`src/rtl/hpq_pkg.sv`:
```
// Shared types and constants for the binary max-heap priority queue.
// No dependencies; every other file in rtl/ imports this package.
package hpq_pkg;

  localparam int unsigned DataW  = 64;
  localparam int unsigned CmdW   = 2;
  localparam int unsigned CntOutW = 9;

  // Command codes carried on cmd_i.
  localparam logic [CmdW-1:0] CMD_PUSH  = 2'd0;
  localparam logic [CmdW-1:0] CMD_POP   = 2'd1;
  localparam logic [CmdW-1:0] CMD_CLEAR = 2'd2;

  typedef logic [DataW-1:0] key_t;

endpackage

```
`src/rtl/hpq_cmp.sv`:
```
// Shared unsigned key comparator used by every sift step.
// Depends on hpq_pkg for the key type.
module hpq_cmp
  import hpq_pkg::*;
(
  input  key_t a_i,
  input  key_t b_i,
  output logic gt_o
);

  // Strictly greater: equal keys never move.
  assign gt_o = (a_i > b_i);

endmodule

```
`config.mk`:
```
export PLATFORM = sky130hd
export DESIGN_NAME = hpq_cmp
export DESIGN_NICKNAME = d
export VERILOG_FILES = /design/src/rtl/hpq_pkg.sv /design/src/rtl/hpq_cmp.sv
export SDC_FILE = /design/constraint.sdc
export NUM_CORES = 1
export LEC_CHECK = 0
export BUFFER_PORTS_ARGS = -buffer_cell sky130_fd_sc_hd__buf_2
export CORE_ASPECT_RATIO = 0.8
export CORE_UTILIZATION = 40
export DETAILED_ROUTE_END_ITERATION = 16
export PLACE_DENSITY = 0.81
export SLEW_MARGIN = 20
export SYNTH_ARGS = -nofsm -noshare
export SYNTH_HDL_FRONTEND = slang
export SYNTH_SLANG_ARGS = --single-unit
```
`constraint.sdc`:
```
create_clock -name vclk -period 2.6
set_clock_uncertainty 0.15 [all_clocks]
set_input_delay 0.39 -clock vclk [all_inputs]
set_output_delay 0.39 -clock vclk [all_outputs]
set_load 0.005 [all_outputs]
```
==> results.json, run 1 <==
{
  "status": "finished with violations",
  "violations": "negative setup slack",
  "maxSlewViolCount": 0,
  "gp_congestion": 0.767,
  "vias_per_cell": 4.87,
  "synth.avg_cell_area_um2": 7.06,
  "postSynthCellCount": 231,
  "max_cap_violations": 0,
  "tightestPinTransition_ns": 0.335,
  "antenna_found_initial": 0,
  "post-dp-hpwl_um": 3980,
  "ir_worst_vdd_mv": 0.0908,
  "die_h_um": 59.1,
  "ys_top_cells_by_count": "inv_1, ha_1, a21oi_1",
  "clkbuf_count": 0,
  "grtUsageTotal": 0.186,
  "num_rows": 20,
  "path_buf_inv": 2,
  "cp-end-kind": "output pin",
  "fin_ws_ns": -0.0477,
  "crit_path_cell_trace": "buf_2, ha_1, nand4_1, a21oi_2, or4b_4, a221oi_2, a21boi_1, buf_2",
  "fin_crit_sh": 1.02,
  "critPathCapture": "gt_o",
  "yosysTopAreaCellShare": 0.491,
  "grt_overflow": 0,
  "path_max_fanout": 4,
  "slew_headroom": 0.776,
  "first_pass_iters": 4,
  "start_util": 0.423,
  "final_antenna_net_count": 0,
  "slowest_delay_ns": 0.55,
  "yosysMostFrequentCell": "inv_1",
  "num_antenna_cells": 0,
  "die_x_um": 73.4,
  "nFlopsAndLatches": 0,
  "crit_family": "simple AND/OR/NAND/NOR gates",
  "crit_type": "input port to output pin",
  "synth_warnings": 0,
  "first_iter_violations": 32,
  "syn_nets": 423,
  "drc": 0,
  "grt_pass1_vias": 1786,
  "tns_ns": -0.0477,
  "die_area_um2": 4340,
  "wl_per_cell_um": 11.4,
  "mappedNetlistArea_um2": 1630,
  "dpl_cell_area_um2": 2370,
  "dr_total_vias": 2047,
  "port-buffer-count": 129,
  "fin_area_um2": 2600,
  "yosysSeqAreaShare": 0,
  "drive_gt1_frac": 0.452,
  "slowest_stage": "or4b_4",
  "crit_required_ns": 2.06,
  "pin_count": 129,
  "finalPower_uw": 373,
  "wl_um": 4770,
  "synth_top_cell_by_area": "ha_1",
  "power_density_nw_per_um2": 143,
  "fmax_mhz": 378,
  "yosys-top-cells-area": "ha_1, inv_1, a21oi_1, nand4_1, nand2_1",
  "hold_class": "input port to output pin",
  "cp_num_cells": 8,
  "hold_violations": 0,
  "cp.arrival_ns": 2.11,
  "grt_start_max_net_pins": 5,
  "yosys.cell_types.count": 27,
  "nets": 559,
  "register_area_um2": 0,
  "coreArea_um2": 3850,
  "rsz0062_at_grt": "true",
  "setup_violations": 1,
  "cp_common_cell": "buf_2",
  "leakage_uw": 0.00157,
  "grt_pass1_wl_um": 6680,
  "syn_to_final_growth_pct": 59.6,
  "cp-start-kind": "input port",
  "post-route-min-period_ns": 2.65,
  "worstSetupStartpoint": "a_i[12]",
  "hold_buffers": 0
}
final cells by class:
type	count	area, um^2
multi-input combinational	165	1590
fill	345	1250
timing repair buffer	134	696
inverter	66	250
tap	55	68.8
layout by cell type, fill, tap and decap left out:
cell type / n
a221oi_1: 3
a211oi_2: 2
nor4_1: 1
or4_4: 1
buf_6: 2
nor3_2: 1
ha_1: 53
nand3_1: 5
nand4_1: 12
a21boi_1: 1
nor2_1: 4
or4b_4: 1
nand3_2: 1
o211ai_2: 1
a2111oi_2: 2
nor3_1: 3
nor2b_1: 1
inv_4: 1
o21ai_0: 9
a21oi_1: 22
a2bb2oi_1: 1
a21o_1: 2
o21bai_1: 1
buf_2: 127
a221oi_2: 1
nand2_1: 17
buf_4: 5
inv_2: 1
nor4_2: 1
nor3_4: 1
ha_4: 11
inv_1: 64
o21a_1: 1
nor2b_4: 1
a21oi_2: 5
routing by layer:
layer  global-route usage  wire (um)
met1                0.225       2090
met2                0.381       2420
met3               0.0119        252
met4                    0          8
met5                    0          0
worst min path at each step:
stage | startpoint | endpoint | slack, ns | cells after the start
final | a_i[63] | gt_o | 1.15 | 5
after floorplan | a_i[63] | gt_o | 0.93 | 3
after global placement | a_i[63] | gt_o | 1.11 | 5
after detailed placement | a_i[63] | gt_o | 1.13 | 5
after CTS | a_i[63] | gt_o | 1.15 | 5
after global routing | a_i[63] | gt_o | 1.19 | 5
tightest hold or removal path: stages:
cell and delay (ns):
buf_2 0.09, ha_1 0.16, a2111oi_2 0.05, a21boi_1 0.10, buf_2 0.12
through the flow:
stage | hold slack, ns | worst slack (ns) | instances | utilization
5_1_grt | 1.19 | -0.141 | 420 | 0.675
6_report | 1.15 | -0.0477 | 420 | 0.675
2_1_floorplan | 0.928 | 0.259 | 231 | -
4_1_cts | 1.15 | -0.0784 | 419 | 0.625
3_3_place_gp | 1.11 | -0.0538 | 419 | 0.616
3_5_place_dp | 1.13 | -0.113 | 419 | 0.616
repair_timing:
| item | in CTS | in global routing |
|---|---|---|
| cloned | 0 | 0 |
| setup endpoints to repair | 1 | 1 |
| buffers inserted | 0 | 1 |
| pin swaps | 6 | 15 |
| resized for setup | 6 | 26 |
power by group:
group / switching (uW) / internal (uW) / total, uW / leakage, uW
sequential: 0 / 0 / 0 / 0
combinational: 174 / 199 / 373 / 0.00157
clock: 0 / 0 / 0 / 0
total: 174 / 199 / 373 / 0.00157
kinds of logic (layout without fill, tap and decap cells):
group | after synthesis | in the layout | share of synthesized area
fa+ha+maj | 64 | 64 | 0.491
simple gates | 50 | 50 | 0.165
buf+inv | 66 | 200 | 0.152
compound gates | 51 | 51 | 0.192
(Power assumes the default switching activity.)
==> run 2: changes to the inputs <==
--- a/config.mk
+++ b/config.mk
@@ -5,11 +5,12 @@
 export SDC_FILE = /design/constraint.sdc
 export NUM_CORES = 1
 export LEC_CHECK = 0
+export ABC_AREA = 1
 export BUFFER_PORTS_ARGS = -buffer_cell sky130_fd_sc_hd__buf_2
 export CORE_ASPECT_RATIO = 0.8
 export CORE_UTILIZATION = 40
 export DETAILED_ROUTE_END_ITERATION = 16
-export PLACE_DENSITY = 0.81
+export PLACE_DENSITY = 0.8
 export SLEW_MARGIN = 20
 export SYNTH_ARGS = -nofsm -noshare
 export SYNTH_HDL_FRONTEND = slang
==> run 2 against run 1 <==
- the run now ends clean
- die area grew 5.2%
- design area shrank 6.5%
- synthesized cell count grew 19%
- critical endpoint unchanged
- highest routed layer unchanged
==> results.json, run 2 <==
{
  "status": "complete, no violations",
  "crit_path_cell_trace": "buf_2, inv_1, ha_1, nand2_1, nor2_1, nand2_1, nor4_1, and2_1, a21oi_2, buf_2",
  "crit_required_ns": 2.06,
  "path_max_fanout": 3,
  "drive_gt1_frac": 0.342,
  "tightestPinTransition_ns": 0.265,
  "grtUsageTotal": 0.171,
  "layout_common_cells": "buf_2, inv_1, ha_1, nand2_1, a21oi_1",
  "gp_congestion": 0.762,
  "tns_ns": 0,
  "fin_area_um2": 2430,
  "grt_pass1_vias": 1790,
  "hold_class": "input port to output pin",
  "synth_top_cell_by_area": "ha_1",
  "final_common_cell": "buf_2",
  "port-buffer-count": 129,
  "cp-end-kind": "output pin",
  "num_antenna_cells": 0,
  "ir_worst_vdd_mv": 0.0698,
  "power_density_nw_per_um2": 131,
  "clkbuf_count": 0,
  "setup_violations": 0,
  "max_cap_violations": 0,
  "yosysTopAreaCellShare": 0.466,
  "yosysMostFrequentCell": "inv_1",
  "mappedNetlistArea_um2": 1720,
  "slew_headroom": 0.822,
  "grt_pass1_wl_um": 6440,
  "cp.arrival_ns": 1.74,
  "slowest_stage": "nor4_1",
  "syn_nets": 466,
  "die_h_um": 60.6,
  "die_area_um2": 4560,
  "holdPathStages": 7,
  "final_antenna_net_count": 0,
  "cts_setup_buffers": 0,
  "yosys.cell_types.count": 20,
  "grt_start_max_net_pins": 4,
  "post-route-min-period_ns": 2.28,
  "coreArea_um2": 3950,
  "hold_buffers": 0,
  "fin_crit_sh": 0.877,
  "nFlopsAndLatches": 0,
  "rsz0062_at_grt": "false",
  "drc": 0,
  "antenna_found_initial": 0,
  "yosysSeqAreaShare": 0,
  "postSynthCellCount": 274,
  "cp-start-kind": "input port",
  "wl_per_cell_um": 8.38,
  "cts-resized-gates": 0,
  "wl_um": 3840,
  "synth_warnings": 0,
  "num_rows": 20,
  "grt_overflow": 0,
  "first_pass_iters": 4,
  "pin_count": 129,
  "fmax_mhz": 439,
  "ys_top_cells_by_count": "inv_1, ha_1, nand2_1",
  "hp-start": "a_i[48]",
  "start_util": 0.434,
  "dr_total_vias": 2024,
  "syn_to_final_growth_pct": 41.6,
  "post-dp-hpwl_um": 3760,
  "slowest_delay_ns": 0.31,
  "register_area_um2": 0,
  "nets": 597,
  "leakage_uw": 0.00167,
  "vias_per_cell": 4.42,
  "die_x_um": 75.3,
  "fillers": 396,
  "crit_type": "input port to output pin",
  "maxSlewViolCount": 0,
  "min_to": "gt_o",
  "yosys-top-cells-area": "ha_1, inv_1, nand2_1, a21oi_1, nor2_1",
  "hold_violations": 0,
  "synth.avg_cell_area_um2": 6.27,
  "dpl_cell_area_um2": 2430,
  "first_iter_violations": 25
}
-- run 2: changes by cell type after synthesis, moves of 4 or more --
| cell | change |
|---|---|
| a221oi_1 | -4 |
| a21oi_1 | +4 |
| nor2_1 | +10 |
| nand2_1 | +41 |
| inv_1 | +9 |
| nand4_1 | -7 |
-- run 2: worst max-delay path by stage --
| stage | from | to | slack [ns] | cells after the start |
|---|---|---|---|---|
| floorplan | b_i[47] | gt_o | 0.66 | 10 |
| global placement | b_i[23] | gt_o | 0.32 | 10 |
| detailed placement | b_i[31] | gt_o | 0.30 | 10 |
| CTS | b_i[31] | gt_o | 0.30 | 10 |
| global route | b_i[7] | gt_o | 0.17 | 14 |
| finish | b_i[31] | gt_o | 0.32 | 10 |
-- run 2: worst max-delay path: cells and delay by family --
kind                       cells  cell delay [ns]
and+or+nand+nor                5             0.79
adders and majority gates      1             0.28
buffers and inverters          3             0.25
AOI/OAI and AO/OA              1             0.04
-- run 2: metrics by stage --
stage / hold WS (ns) / utilization / worst slack [ns] / power, uW / std cells
final: 1.35 / 0.615 / 0.321 / 320 / 458
after global placement: 1.34 / 0.615 / 0.316 / 313 / 458
after global routing: 1.38 / 0.615 / 0.165 / 382 / 458
after detailed placement: 1.36 / 0.615 / 0.300 / 322 / 458
after CTS: 1.36 / 0.615 / 0.299 / 325 / 458
after floorplan: 1.10 / - / 0.659 / 186 / 274
-- run 2: cell families (layout without fill, tap and decap cells) --
group,after synthesis,after routing,synth area share
and+or+nand+nor,90,90,0.229
buffers and inverters,76,205,0.167
adders and majority gates,64,64,0.466
AOI/OAI and AO/OA,44,44,0.138
-- run 2: layer usage --
layer	global-route usage	up-vias	share of wire
li1	-	1134	-
met1	0.208	826	0.46
met2	0.344	62	0.47
met3	0.00997	2	0.066
met4	0.0132	0	0.0036
met5	0	-	0
-- run 2: final cells by class --
type               instances  area [um^2]  area share
repair buffers           129          646       0.265
well taps                 55         68.8      0.0283
multi-input cells        198         1430       0.588
inverters                 76          287       0.118
-- run 2: power breakdown --
part | internal (uW) | switching, uW | leakage (uW) | total, uW
clock network | 0 | 0 | 0 | 0
logic | 169 | 151 | 0.00167 | 320
registers | 0 | 0 | 0 | 0
total | 169 | 151 | 0.00167 | 320
==> run 3: changes to the inputs <==
==> constraint.sdc (replaced) <==
create_clock -name vclk -period 2.6
set_clock_uncertainty 0.15 [all_clocks]
set_input_delay 0.39 -clock vclk [all_inputs]
set_output_delay 0.39 -clock vclk [all_outputs]
set_load 0.05 [all_outputs]
==> run 3 against run 2 <==
- wire length increased by 5.0%
- combinational power is 3% higher
- via count barely moved
- design area did not move
- largest cell class unchanged
- utilization did not move
- critical path depth unchanged
- sequential share of layout area unchanged
- power grew 3.1%
- non-clock buffer count is the same
- final cell count did not move
==> results.json, run 3 (synthesized netlist as in run 2, its figures left out) <==
{
  "hp-start": "a_i[48]",
  "grt_use_met1": 0.214,
  "worstSetupStartpoint": "b_i[23]",
  "power_density_nw_per_um2": 135,
  "nets": 597,
  "swShare": 0.486,
  "stdcell_count": 458,
  "nFlopsAndLatches": 0,
  "crit_type": "input port to output pin",
  "first_iter_violations": 17,
  "max_cap_violations": 0,
  "die_area_um2": 4560,
  "cp-end-kind": "output pin",
  "status": "complete, no violations",
  "leakage_uw": 0.00167,
  "power.share.combinational": 1.000,
  "crit_required_ns": 2.06,
  "dpl_cell_area_um2": 2430,
  "start_util": 0.434,
  "grt_pass1_vias": 1900,
  "vias_per_cell": 4.42,
  "cp.arrival_ns": 1.86,
  "wl_per_cell_um": 8.79,
  "ir_worst_vdd_mv": 0.0795,
  "post-place-ws_ns": 0.202,
  "num_rows": 20,
  "layout_common_cells": "buf_2, inv_1, ha_1, nand2_1, a21oi_1",
  "grt_start_max_net_pins": 4,
  "fin_crit_sh": 0.923,
  "fmax_mhz": 417,
  "final_antenna_net_count": 0,
  "fin_area_um2": 2430,
  "tns_ns": 0,
  "rsz0062_at_grt": "false",
  "clock_power_share": 0,
  "gp_congestion": 0.779,
  "slew_headroom": 0.813,
  "cts-resized-gates": 0,
  "pin_count": 129,
  "maxSlewViolCount": 0,
  "power.switching_uw": 160,
  "grt_pass1_wl_um": 6780,
  "tightestPinTransition_ns": 0.279,
  "wl_um": 4030,
  "setup_violations": 0,
  "cts_setup_buffers": 0,
  "hold_class": "input port to output pin",
  "drc": 0,
  "die_x_um": 75.3,
  "die_h_um": 60.6,
  "final_common_cell": "buf_2",
  "hold_buffers": 0,
  "coreArea_um2": 3950,
  "drive_gt1_frac": 0.342,
  "fin_ws_ns": 0.201,
  "syn_to_final_growth_pct": 41.6,
  "busiest_layer": "met2",
  "post-route-min-period_ns": 2.40,
  "dp_cells": 458,
  "register_area_um2": 0,
  "grt_overflow": 0,
  "fin_util": 0.615,
  "use_met2": 0.381,
  "post-dp-hpwl_um": 3910,
  "antenna_found_initial": 0,
  "grtUsageTotal": 0.180,
  "dr_total_vias": 2023,
  "pwr-share-seq": 0,
  "path_max_fanout": 2,
  "p_int_uw": 169,
  "grt_use_met3": 0.00498,
  "first_pass_iters": 4,
  "hold_violations": 0,
  "port-buffer-count": 129,
  "cp-start-kind": "input port",
  "clkbuf_count": 0,
  "num_antenna_cells": 0,
  "fillers": 396
}
## run 3: cell counts in the layout (fill, tap and decap cells not counted)
Identical to the previous run, type by type.
## run 3: per-layer routing
metal	vias up	part of all wire
met5	-	0
met4	0	0
met3	0	0.051
met2	60	0.49
met1	831	0.46
li1	1132	-
## run 3: final cells by class
cell class                 instances  area, um^2  share of cell area
inverter                          76         287               0.118
multi-input combinational        198        1430               0.588
tap                               55        68.8              0.0283
timing repair buffer             129         646               0.265
## run 3: worst paths after layout
kind    to  slack, ns  cells after the start
min   gt_o       1.44                      7
max   gt_o       0.20                     10
## run 3: power by group through the flow
stage | sequential, uW | combinational (uW) | clock, uW
5_1_grt | 0 | 392 | 0
3_5_place_dp | 0 | 331 | 0
6_report | 0 | 329 | 0
4_1_cts | 0 | 334 | 0
2_1_floorplan | 0 | 193 | 0
3_3_place_gp | 0 | 320 | 0
## run 3: stage by stage
step / total power [uW] / hold WS [ns]
after floorplan: 193 / 1.20
after global placement: 320 / 1.42
after detailed placement: 331 / 1.44
after CTS: 334 / 1.44
after global routing: 392 / 1.48
final: 329 / 1.44
## run 3: worst max-delay path: stages
cell     delay (ns)
buf_2          0.08
inv_1          0.03
ha_1           0.27
nand2_1        0.07
nor2_1         0.17
nand4_1        0.13
nor4_1         0.29
and2_1         0.19
a21oi_2        0.04
buf_2          0.21
